--- config.mk ---
export PLATFORM = sky130hd
export DESIGN_NAME = mpeg4_mb_vector_and_quant_update_unit
export DESIGN_NICKNAME = d
export VERILOG_FILES = /design/src/mvq_pkg.sv /design/src/mvq_quant.sv /design/src/mvq_axis.sv /design/src/mpeg4_mb_vector_and_quant_update_unit.sv
export SDC_FILE = /design/constraint.sdc
export NUM_CORES = 1
export LEC_CHECK = 0
export ABC_AREA = 1
export BUFFER_PORTS_ARGS = -buffer_cell sky130_fd_sc_hd__buf_2
export CORE_AREA = 2 2 194 177
export DETAILED_ROUTE_END_ITERATION = 12
export DIE_AREA = 0 0 196 179
export HOLD_SLACK_MARGIN = 0.02
export PLACE_DENSITY = 0.69
export SLEW_MARGIN = 20
export SYNTH_ARGS = -nofsm -noshare
export SYNTH_HDL_FRONTEND = slang
export SYNTH_SLANG_ARGS = --single-unit
--- constraint.sdc ---
create_clock -name clk -period 8.1 [get_ports clk]
set_input_delay 0.81 -clock clk [delete_from_list [all_inputs] [get_ports clk]]
set_output_delay 0.81 -clock clk [all_outputs]
set_load 0.01 [all_outputs]
--- src/mvq_pkg.sv ---
`default_nettype none
// ----------------------------------------------------------------------------
// mvq_pkg: shared types and constants for the macroblock vector unit
// Command codes, field widths, control bundles and the small lookup tables
// used by the quantiser tracker and the per-axis vector rebuild.
// ----------------------------------------------------------------------------
package mvq_pkg;

  localparam int unsigned QUANT_W   = 5;
  localparam int unsigned DIFF_W    = 13;
  localparam int unsigned PRED_W    = 12;
  localparam int unsigned MV_W      = 12;
  localparam int unsigned SUM_W     = 15;
  localparam int unsigned FCODE_W   = 3;
  localparam int unsigned CMD_W     = 3;
  localparam int unsigned DQ_W      = 2;
  localparam int unsigned BIDX_W    = 2;
  localparam int unsigned IN_DATA_W  = 64;
  localparam int unsigned OUT_DATA_W = 56;

  localparam logic [QUANT_W-1:0] QUANT_MIN  = 5'd1;
  localparam logic [QUANT_W-1:0] QUANT_MAX  = 5'd31;
  localparam logic [FCODE_W-1:0] FCODE_RST  = 3'd1;
  localparam logic [BIDX_W-1:0]  BIDX_FIRST = 2'd0;
  localparam logic [BIDX_W-1:0]  BIDX_LAST  = 2'd3;

  typedef enum logic [CMD_W-1:0] {
    CMD_FRAME_START = 3'd0,
    CMD_NOT_CODED   = 3'd1,
    CMD_INTRA       = 3'd2,
    CMD_INTRA_Q     = 3'd3,
    CMD_INTER       = 3'd4,
    CMD_INTER_Q     = 3'd5,
    CMD_INTER4V     = 3'd6
  } cmd_t;

  typedef struct packed {
    logic vec_en;
    logic four_v;
    logic first;
    logic chroma_en;
  } axis_ctl_t;

  typedef struct packed {
    logic load;
    logic step;
  } quant_ctl_t;

  function automatic logic signed [6:0] dq_step(input logic [DQ_W-1:0] code);
    logic signed [6:0] s;
    case (code)
      2'd0:    s = -7'sd1;
      2'd1:    s = -7'sd2;
      2'd2:    s = 7'sd1;
      default: s = 7'sd2;
    endcase
    return s;
  endfunction

  function automatic logic [1:0] chroma_round(input logic [3:0] idx);
    logic [1:0] r;
    case (idx)
      4'd0, 4'd1, 4'd2: r = 2'd0;
      4'd14, 4'd15:     r = 2'd2;
      default:          r = 2'd1;
    endcase
    return r;
  endfunction

endpackage
`default_nettype wire

--- src/mvq_quant.sv ---
`default_nettype none
// ----------------------------------------------------------------------------
// mvq_quant: running quantiser
// Loads the frame quantiser on frame start and applies the clamped dquant
// step in the q-modes. Presents the quantiser in force after the current beat.
// ----------------------------------------------------------------------------
module mvq_quant (
  input  wire                         clk,
  input  wire                         rst_n,
  input  wire                         upd_en,
  input  wire mvq_pkg::quant_ctl_t    ctl,
  input  wire [mvq_pkg::QUANT_W-1:0]  start_quant,
  input  wire [mvq_pkg::DQ_W-1:0]     dquant_code,
  output logic [mvq_pkg::QUANT_W-1:0] quant_nxt
);
  import mvq_pkg::*;

  logic [QUANT_W-1:0] quant_r;
  logic signed [6:0]  q_sum;

  always_comb begin
    q_sum = signed'({2'b00, quant_r}) + dq_step(dquant_code);
    if (ctl.load) begin
      quant_nxt = (start_quant == '0) ? QUANT_MIN : start_quant;
    end else if (ctl.step) begin
      if (q_sum > signed'({2'b00, QUANT_MAX})) begin
        quant_nxt = QUANT_MAX;
      end else if (q_sum < signed'({2'b00, QUANT_MIN})) begin
        quant_nxt = QUANT_MIN;
      end else begin
        quant_nxt = q_sum[QUANT_W-1:0];
      end
    end else begin
      quant_nxt = quant_r;
    end
  end

  always_ff @(posedge clk) begin
    if (!rst_n) begin
      quant_r <= QUANT_MIN;
    end else if (upd_en) begin
      quant_r <= quant_nxt;
    end
  end

endmodule
`default_nettype wire

--- src/mvq_axis.sv ---
`default_nettype none
// ----------------------------------------------------------------------------
// mvq_axis: one axis of the vector rebuild
// Adds differential and predictor, wraps once into the fcode range, keeps the
// 4V running sum and derives the chroma component by the half or sum rule.
// ----------------------------------------------------------------------------
module mvq_axis (
  input  wire                         clk,
  input  wire                         rst_n,
  input  wire                         upd_en,
  input  wire mvq_pkg::axis_ctl_t     ctl,
  input  wire [mvq_pkg::FCODE_W-1:0]  fcode,
  input  wire [mvq_pkg::DIFF_W-1:0]   diff,
  input  wire [mvq_pkg::PRED_W-1:0]   pred,
  output logic [mvq_pkg::MV_W-1:0]    luma_mv,
  output logic [mvq_pkg::MV_W-1:0]    chroma_mv
);
  import mvq_pkg::*;

  logic [SUM_W-1:0]        sum_r;
  logic [SUM_W-1:0]        sum_nxt;
  logic [FCODE_W-1:0]      f_eff;
  logic signed [SUM_W-1:0] raw;
  logic signed [SUM_W-1:0] lim;
  logic signed [SUM_W-1:0] wrapped;
  logic [MV_W-1:0]         v;
  logic [MV_W-1:0]         half_mv;
  logic [SUM_W-1:0]        mag_abs;
  logic [MV_W:0]           mag;
  logic [MV_W:0]           neg_mag;
  logic [MV_W-1:0]         sum_mv;

  always_comb begin
    f_eff = (fcode == '0) ? FCODE_RST : fcode;
    lim   = signed'(SUM_W'(1) << ({1'b0, f_eff} + 4'd4));
    raw   = signed'({{(SUM_W-DIFF_W){diff[DIFF_W-1]}}, diff})
          + signed'({{(SUM_W-PRED_W){pred[PRED_W-1]}}, pred});
    if (raw < -lim) begin
      wrapped = raw + (lim <<< 1);
    end else if (raw > lim - 15'sd1) begin
      wrapped = raw - (lim <<< 1);
    end else begin
      wrapped = raw;
    end
    v       = wrapped[MV_W-1:0];
    half_mv = {v[MV_W-1], v[MV_W-1:1]} | {{(MV_W-1){1'b0}}, |v[1:0]};

    if (ctl.first) begin
      sum_nxt = {{(SUM_W-MV_W){v[MV_W-1]}}, v};
    end else begin
      sum_nxt = sum_r + {{(SUM_W-MV_W){v[MV_W-1]}}, v};
    end
    mag_abs = sum_nxt[SUM_W-1] ? (~sum_nxt + SUM_W'(1)) : sum_nxt;
    mag     = {1'b0, mag_abs[SUM_W-1:4], 1'b0}
            + {{(MV_W-1){1'b0}}, chroma_round(mag_abs[3:0])};
    neg_mag = ~mag + 13'd1;
    sum_mv  = sum_nxt[SUM_W-1] ? neg_mag[MV_W-1:0] : mag[MV_W-1:0];

    luma_mv = ctl.vec_en ? v : '0;
    if (!ctl.chroma_en) begin
      chroma_mv = '0;
    end else if (ctl.four_v) begin
      chroma_mv = sum_mv;
    end else begin
      chroma_mv = half_mv;
    end
  end

  always_ff @(posedge clk) begin
    if (!rst_n) begin
      sum_r <= '0;
    end else if (upd_en && ctl.four_v) begin
      sum_r <= sum_nxt;
    end
  end

endmodule
`default_nettype wire

--- src/mpeg4_mb_vector_and_quant_update_unit.sv ---
`default_nettype none
// ----------------------------------------------------------------------------
// mpeg4_mb_vector_and_quant_update_unit: macroblock quantiser and MV update
// Tracks the running quantiser and rebuilds luma and chroma motion vectors,
// one result beat for every macroblock command beat.
// ----------------------------------------------------------------------------
// Usage:
// The input stream carries one macroblock command per beat; the command code
// travels in in_tuser and the remaining fields in in_tdata. The result stream
// returns exactly one beat per input beat, in order, with chroma_valid in
// out_tuser and the vectors and quantiser in out_tdata.
// The vector range code is written through cfg_wr_en/cfg_wr_data while the
// unit is idle.
// Each beat passes through one input register and one result register, with
// all arithmetic in between. Throughput is one beat per cycle while the
// receiver holds out_tready high.
// Reset clears both pipeline stages, sets the quantiser to 1, the 4V sums to
// zero and the range code to 1.
// When the receiver holds out_tready low the result beat stays stable; one
// further input beat is taken into the input register, after which in_tready
// falls until the result is taken.
// ----------------------------------------------------------------------------
module mpeg4_mb_vector_and_quant_update_unit (
  input  wire                            clk,
  input  wire                            rst_n,
  input  wire                            in_tvalid,
  output logic                           in_tready,
  // start_quant[4:0], dquant_code[6:5], block_index[8:7], diff_x[21:9],
  // diff_y[34:22], pred_x[46:35], pred_y[58:47], zero fill [63:59]
  input  wire [mvq_pkg::IN_DATA_W-1:0]   in_tdata,
  // command[2:0]
  input  wire [mvq_pkg::CMD_W-1:0]       in_tuser,
  output logic                           out_tvalid,
  input  wire                            out_tready,
  // luma_mv_x[11:0], luma_mv_y[23:12], chroma_mv_x[35:24],
  // chroma_mv_y[47:36], current_quant[52:48], zero fill [55:53]
  output logic [mvq_pkg::OUT_DATA_W-1:0] out_tdata,
  // chroma_valid[0]
  output logic                           out_tuser,
  input  wire                            cfg_wr_en,
  input  wire [mvq_pkg::FCODE_W-1:0]     cfg_wr_data
);
  import mvq_pkg::*;

  logic                  s1_valid_r;
  logic [IN_DATA_W-1:0]  s1_data_r;
  logic [CMD_W-1:0]      s1_cmd_r;
  logic [FCODE_W-1:0]    fcode_r;
  logic                  out_valid_r;
  logic [OUT_DATA_W-1:0] out_data_r;
  logic                  out_user_r;
  logic                  out_free;
  logic                  adv;
  axis_ctl_t             axis_ctl;
  quant_ctl_t            quant_ctl;
  logic [QUANT_W-1:0]    quant_nxt;
  logic [MV_W-1:0]       luma_x, luma_y, chroma_x, chroma_y;
  logic                  is_last;

  assign out_free  = !out_valid_r || out_tready;
  assign adv       = s1_valid_r && out_free;
  assign in_tready = !s1_valid_r || out_free;
  assign is_last   = s1_data_r[8:7] == BIDX_LAST;

  always_comb begin
    axis_ctl  = '0;
    quant_ctl = '0;
    axis_ctl.first = s1_data_r[8:7] == BIDX_FIRST;
    unique case (s1_cmd_r)
      CMD_FRAME_START: quant_ctl.load = 1'b1;
      CMD_INTRA_Q:     quant_ctl.step = 1'b1;
      CMD_INTER: begin
        axis_ctl.vec_en    = 1'b1;
        axis_ctl.chroma_en = 1'b1;
      end
      CMD_INTER_Q: begin
        quant_ctl.step     = 1'b1;
        axis_ctl.vec_en    = 1'b1;
        axis_ctl.chroma_en = 1'b1;
      end
      CMD_INTER4V: begin
        axis_ctl.vec_en    = 1'b1;
        axis_ctl.four_v    = 1'b1;
        axis_ctl.chroma_en = is_last;
      end
      default: begin
      end
    endcase
  end

  mvq_quant u_quant (
    .clk         (clk),
    .rst_n       (rst_n),
    .upd_en      (adv),
    .ctl         (quant_ctl),
    .start_quant (s1_data_r[4:0]),
    .dquant_code (s1_data_r[6:5]),
    .quant_nxt   (quant_nxt)
  );

  mvq_axis u_axis_x (
    .clk       (clk),
    .rst_n     (rst_n),
    .upd_en    (adv),
    .ctl       (axis_ctl),
    .fcode     (fcode_r),
    .diff      (s1_data_r[21:9]),
    .pred      (s1_data_r[46:35]),
    .luma_mv   (luma_x),
    .chroma_mv (chroma_x)
  );

  mvq_axis u_axis_y (
    .clk       (clk),
    .rst_n     (rst_n),
    .upd_en    (adv),
    .ctl       (axis_ctl),
    .fcode     (fcode_r),
    .diff      (s1_data_r[34:22]),
    .pred      (s1_data_r[58:47]),
    .luma_mv   (luma_y),
    .chroma_mv (chroma_y)
  );

  always_ff @(posedge clk) begin
    if (!rst_n) begin
      fcode_r <= FCODE_RST;
    end else if (cfg_wr_en) begin
      fcode_r <= cfg_wr_data;
    end
  end

  always_ff @(posedge clk) begin
    if (!rst_n) begin
      s1_valid_r <= 1'b0;
    end else if (in_tready) begin
      s1_valid_r <= in_tvalid;
    end
  end

  always_ff @(posedge clk) begin
    if (in_tready && in_tvalid) begin
      s1_data_r <= in_tdata;
      s1_cmd_r  <= in_tuser;
    end
  end

  always_ff @(posedge clk) begin
    if (!rst_n) begin
      out_valid_r <= 1'b0;
    end else if (out_free) begin
      out_valid_r <= s1_valid_r;
    end
  end

  always_ff @(posedge clk) begin
    if (adv) begin
      out_data_r <= {3'b000, quant_nxt, chroma_y, chroma_x, luma_y, luma_x};
      out_user_r <= axis_ctl.chroma_en;
    end
  end

  assign out_tvalid = out_valid_r;
  assign out_tdata  = out_data_r;
  assign out_tuser  = out_user_r;

endmodule
`default_nettype wire

==> tab_implementation.tex <==
\begin{tabular}{lr}
\hline
Metric & Value \\
\hline
\multicolumn{2}{l}{\textbf{Final layout}} \\
Fraction of final layout cells with drive strength greater than 1 & 16.4\% \\
Area delta synth->final & 13.8\% \\
Layout Utilization & 50.1\% \\
Post-layout nets & 2,423 \\
Non-filler instance count after layout & between 2,000 and 3,000 \\
Final antenna diode count & 0 \\
\multicolumn{2}{l}{\textbf{Clocking}} \\
Cts bufs inserted & 17 \\
Clock transition at the register clock pins on the worst setup and hold paths after CTS & around 70 ps \\
Maximum clock insertion buffer count & 2 \\
Clock latency on the worst-skew pair & 450 ps \\
Post-CTS Hold Buffers & 0 \\
TritonCTS clock tree & done \\
Maximum level of the CTS H-tree & 4 \\
Number of sinks driven by the clock tree & around 160 \\
CTS root buf & clkbuf\_16 \\
\multicolumn{2}{l}{\textbf{STA}} \\
Worst hold slack after final layout & $\sim$500 ps \\
Highest clock rate & 0.134 GHz \\
Tightest slew margin relative to the limit & 41.2\% \\
Final slew viol count & 0 \\
Setup violation total in the final timing report & 0 \\
Time the final worst path needs with I/O delays and setup & 7470 ps \\
Crit share post-route & between 90\% and 100\% \\
Worst setup skew after layout & 10.5 ps \\
Slew @ Worst Pin & 877 ps \\
Hold Violations, Final & 0 \\
\multicolumn{2}{l}{\textbf{Global route}} \\
Antenna violations before repair & 0 \\
Overall fraction of global-route tracks in use & a little over a fifth \\
Wire length of the first global-routing pass & 60.1 mm \\
Number of global-route vias before repair & 12,478 \\
Total congestion overflow & 0 \\
Largest net degree at the start of global routing & 63 \\
\multicolumn{2}{l}{\textbf{Place}} \\
Final weighted congestion in routability-driven placement & 0.915 \\
Sum of net half-perimeters after detailed placement & 28.9 mm \\
Inst Count DP & 2,586 \\
Count of buffers from port buffering & between 100 and 150 \\
\multicolumn{2}{l}{\textbf{Floorplanning}} \\
Site row count & 64 \\
Top Ports & about 130 \\
Core footprint & around 33,000 um\^{}2 \\
Chip width & 196 um \\
Area of the die & 35,100 um\^{}2 \\
Initial Utilization & 44.0\% \\
Vertical die dimension & 179 um \\
\multicolumn{2}{l}{\textbf{Routing}} \\
Vias/cell & between 5 and 6 \\
DRC & 0 \\
Final wirelength & 36.8 mm \\
Antenna violation net count after detailed routing & 0 \\
Number of DRC markers in iteration 0 & 824 \\
Routed wirelength normalized by instance count & 14.0 um \\
Total met2 wirelength after detailed routing & approximately 17 mm \\
Highest Signal Layer & met4 \\
Pre-antenna DRT Iters & 5 \\
Met3 routed wirelength & around 1.8 mm \\
Met1 Wirelength & roughly 17 mm \\
Total number of vias & 13,309 \\
\multicolumn{2}{l}{\textbf{Worst setup path}} \\
Launch instance of the worst register-to-register path & s1\_data\_r[9] \\
Arrival @ worst endpoint & 7680 ps \\
Maximum fanout count along the critical path & 9 \\
End of the worst register-to-register path & out\_tdata[35] \\
Delay of the slowest cell on the worst path & 400 ps \\
Critical path launch point type & flip-flop \\
Slowest library cell on the worst path & fa\_1 \\
Worst reg-to-reg setup slack & 630 ps \\
Most common cell type on the critical path & nand2\_1 \\
Startpoint of the most critical setup path & s1\_data\_r[9] \\
Worst setup path endpoint & out\_tdata[35] \\
Worst r2r path cells & 53 \\
Worst setup EP type & flip-flop \\
Setup Crit Path Kind & flip-flop to flip-flop \\
Req. time, crit path & 8310 ps \\
\multicolumn{2}{l}{\textbf{Pwr}} \\
Int Power & 2.33 mW \\
Portion of total power attributed to combinational logic & 63.1\% \\
Max IR drop VDD & approximately 0.00017 V \\
Switching Fraction & 49.7\% \\
Total power density per cell area & 277 nW/um\^{}2 \\
Sequential cell fraction of total power & 20.4\% \\
Switching power of the nets & approximately 2.3 mW \\
Overall power after layout & roughly 4.6 mW \\
Portion of total power attributed to the clock network & 16.5\% \\
Leakage component of the power & 8.48 nW \\
\multicolumn{2}{l}{\textbf{Worst hold path}} \\
Min-Delay Startpoint & out\_tvalid \\
Class of the most critical hold timing path & flip-flop to flip-flop \\
\multicolumn{2}{l}{\textbf{Synth}} \\
Asr flop ratio synth & 0\% \\
Cells after Synth & $\sim$2,000 \\
Seq cells post-synth & 156 \\
Mean instance size in the synthesized netlist & between 7 and 8 um\^{}2 \\
Number of enable flip-flop cells after synthesis & 116 \\
Sequential cell area fraction in the yosys report & 29.2\% \\
Summed instance area of the synthesized netlist & between 10,000 and 15,000 um\^{}2 \\
Most instantiated flip-flop cell in the synthesis netlist & edfxtp\_1 \\
Number of distinct standard cells referenced by the synthesized netlist & 52 \\
Total of warnings raised by yosys & 0 \\
\multicolumn{2}{l}{\textbf{Run status}} \\
Run status & complete, no violations \\
\multicolumn{2}{l}{\textbf{Job}} \\
Number of max-cap violations & 0 \\
\hline
\end{tabular}
sequential cells by signal (all words and copies together) (netlist names):
name             cells
out_tdata           53
s1_valid_r           1
fcode_r              3
u_quant.quant_r      5
u_axis_y.sum_r      15
s1_data_r           59
u_axis_x.sum_r      15
s1_cmd_r             3
out_tuser            1
out_tvalid           1
worst min-delay path by stage:
stage,endpoint,slack (ps),cells past startpoint
5_1_grt,s1_data_r[47],510,1
6_report,out_tvalid,500,2
3_5_place_dp,u_quant.quant_r[0],490,2
2_1_floorplan,u_quant.quant_r[0],460,2
3_3_place_gp,u_quant.quant_r[0],490,2
4_1_cts,out_tvalid,500,2
synth_stat cells, types with 2 or more instances:
| master | n | area share, % |
|---|---|---|
| and2_1 | 4 | 0.17 |
| inv_2 | 14 | 0.36 |
| clkinv_1 | 2 | 0.051 |
| nand3b_1 | 15 | 0.77 |
| xor2_1 | 54 | 3.2 |
| nand2_4 | 10 | 0.77 |
| inv_1 | 273 | 7.0 |
| nand3_4 | 2 | 0.24 |
| nand2_2 | 46 | 2.0 |
| o21ai_0 | 67 | 2.3 |
| buf_4 | 4 | 0.20 |
| o21ai_2 | 2 | 0.12 |
| nor2_1 | 148 | 3.8 |
| fa_1 | 9 | 1.2 |
| nor3_4 | 2 | 0.22 |
| nor4_1 | 4 | 0.17 |
| xor2_2 | 3 | 0.33 |
| or2_2 | 13 | 0.55 |
| edfxtp_1 | 116 | 24 |
| nor2_2 | 9 | 0.38 |
| nor2_4 | 6 | 0.46 |
| o211ai_1 | 32 | 1.6 |
| nand2_1 | 508 | 13 |
| nand3_2 | 20 | 1.4 |
| a21o_1 | 7 | 0.36 |
| clkbuf_1 | 25 | 0.64 |
| dfxtp_1 | 40 | 5.5 |
| buf_6 | 4 | 0.31 |
| o21a_1 | 3 | 0.15 |
| a21oi_2 | 5 | 0.30 |
| nor3_1 | 10 | 0.34 |
| conb_1 | 2 | 0.051 |
| ha_1 | 158 | 13 |
| buf_2 | 14 | 0.48 |
| o21ai_1 | 14 | 0.48 |
| o31ai_1 | 6 | 0.31 |
| o21bai_1 | 9 | 0.46 |
| a31oi_1 | 10 | 0.43 |
| xnor2_1 | 24 | 1.4 |
| nand4_1 | 21 | 0.90 |
| nand3_1 | 149 | 5.1 |
| a21oi_1 | 133 | 4.5 |
| o221ai_1 | 4 | 0.24 |
layout by cell type (no fill, tap or decap), types with 10 or more instances in the layout:
| cell | n |
|---|---|
| or2_2 | 13 |
| buf_4 | 28 |
| clkbuf_16 | 17 |
| buf_2 | 125 |
| o21ai_0 | 65 |
| inv_2 | 16 |
| ha_1 | 155 |
| nand3_2 | 24 |
| dfxtp_1 | 40 |
| nand2_2 | 50 |
| nand3b_1 | 15 |
| conb_1 | 48 |
| o21ai_1 | 13 |
| xnor2_1 | 23 |
| nand2_1 | 503 |
| a21oi_2 | 10 |
| nand2_4 | 11 |
| xor2_1 | 52 |
| nand4_1 | 21 |
| o211ai_1 | 32 |
| nor2_1 | 142 |
| nand3_1 | 145 |
| nor2_2 | 15 |
| a21oi_1 | 128 |
| a31oi_1 | 10 |
| inv_1 | 268 |
| edfxtp_1 | 116 |
through the flow:
stage                     TNS (ps)  setup WS, ps  cell area [um^2]
after floorplan                  0          1200             14800
after global placement           0           426             16000
after detailed placement         0           203             16000
after CTS                        0           199             16500
after global routing          -136         -72.0             16700
final                            0           627             16700
worst max-delay path, delay by kind of cell (launching register included):
kind | cells | cell delay, ps
buf+inv | 8 | 840
simple gates | 35 | 3810
xor+xnor | 1 | 380
compound gates | 3 | 250
fa+ha+maj | 6 | 1620
flops | 1 | 330
power groups by stage:
stage	combinational, mW	clock, mW	sequential, mW
after global routing	3.31	0.814	0.951
final	2.92	0.763	0.945
after floorplan	2.21	0	0.973
after detailed placement	2.81	0	0.964
after CTS	2.82	0.786	0.947
after global placement	2.73	0	0.963
final cells by class:
type / count / area (um^2)
timing repair buffer: 154 / 847
sequential: 156 / 4280
fill: 3295 / 16600
multi-input combinational: 1563 / 9400
clock buffer: 19 / 453
clock inverter: 13 / 90.1
inverter: 289 / 1090
tap: 429 / 537
cells by family after synthesis:
kind of cell,count (synthesis),share of synthesized area (%)
DFF,156,29.2
adders and majority gates,167,14.7
and+or+nand+nor,969,30.3
AOI/OAI and AO/OA,298,11.7
buffers and inverters,337,9.05
xor gates and xnor gates,81,4.99
other,2,0.0512
what timing repair did:
action | CTS | global route
endpoints found under the setup margin | 0 | 16
buffers inserted | 0 | 5
gates resized for setup | 0 | 43
layer usage:
metal  up-vias  track usage [%]
li1       6910                -
met1      6062             28.5
met2       295             36.2
met3        42             3.33
met4         0             5.56
met5         -                0
No activity file was read; power rests on OpenSTA's default activity.
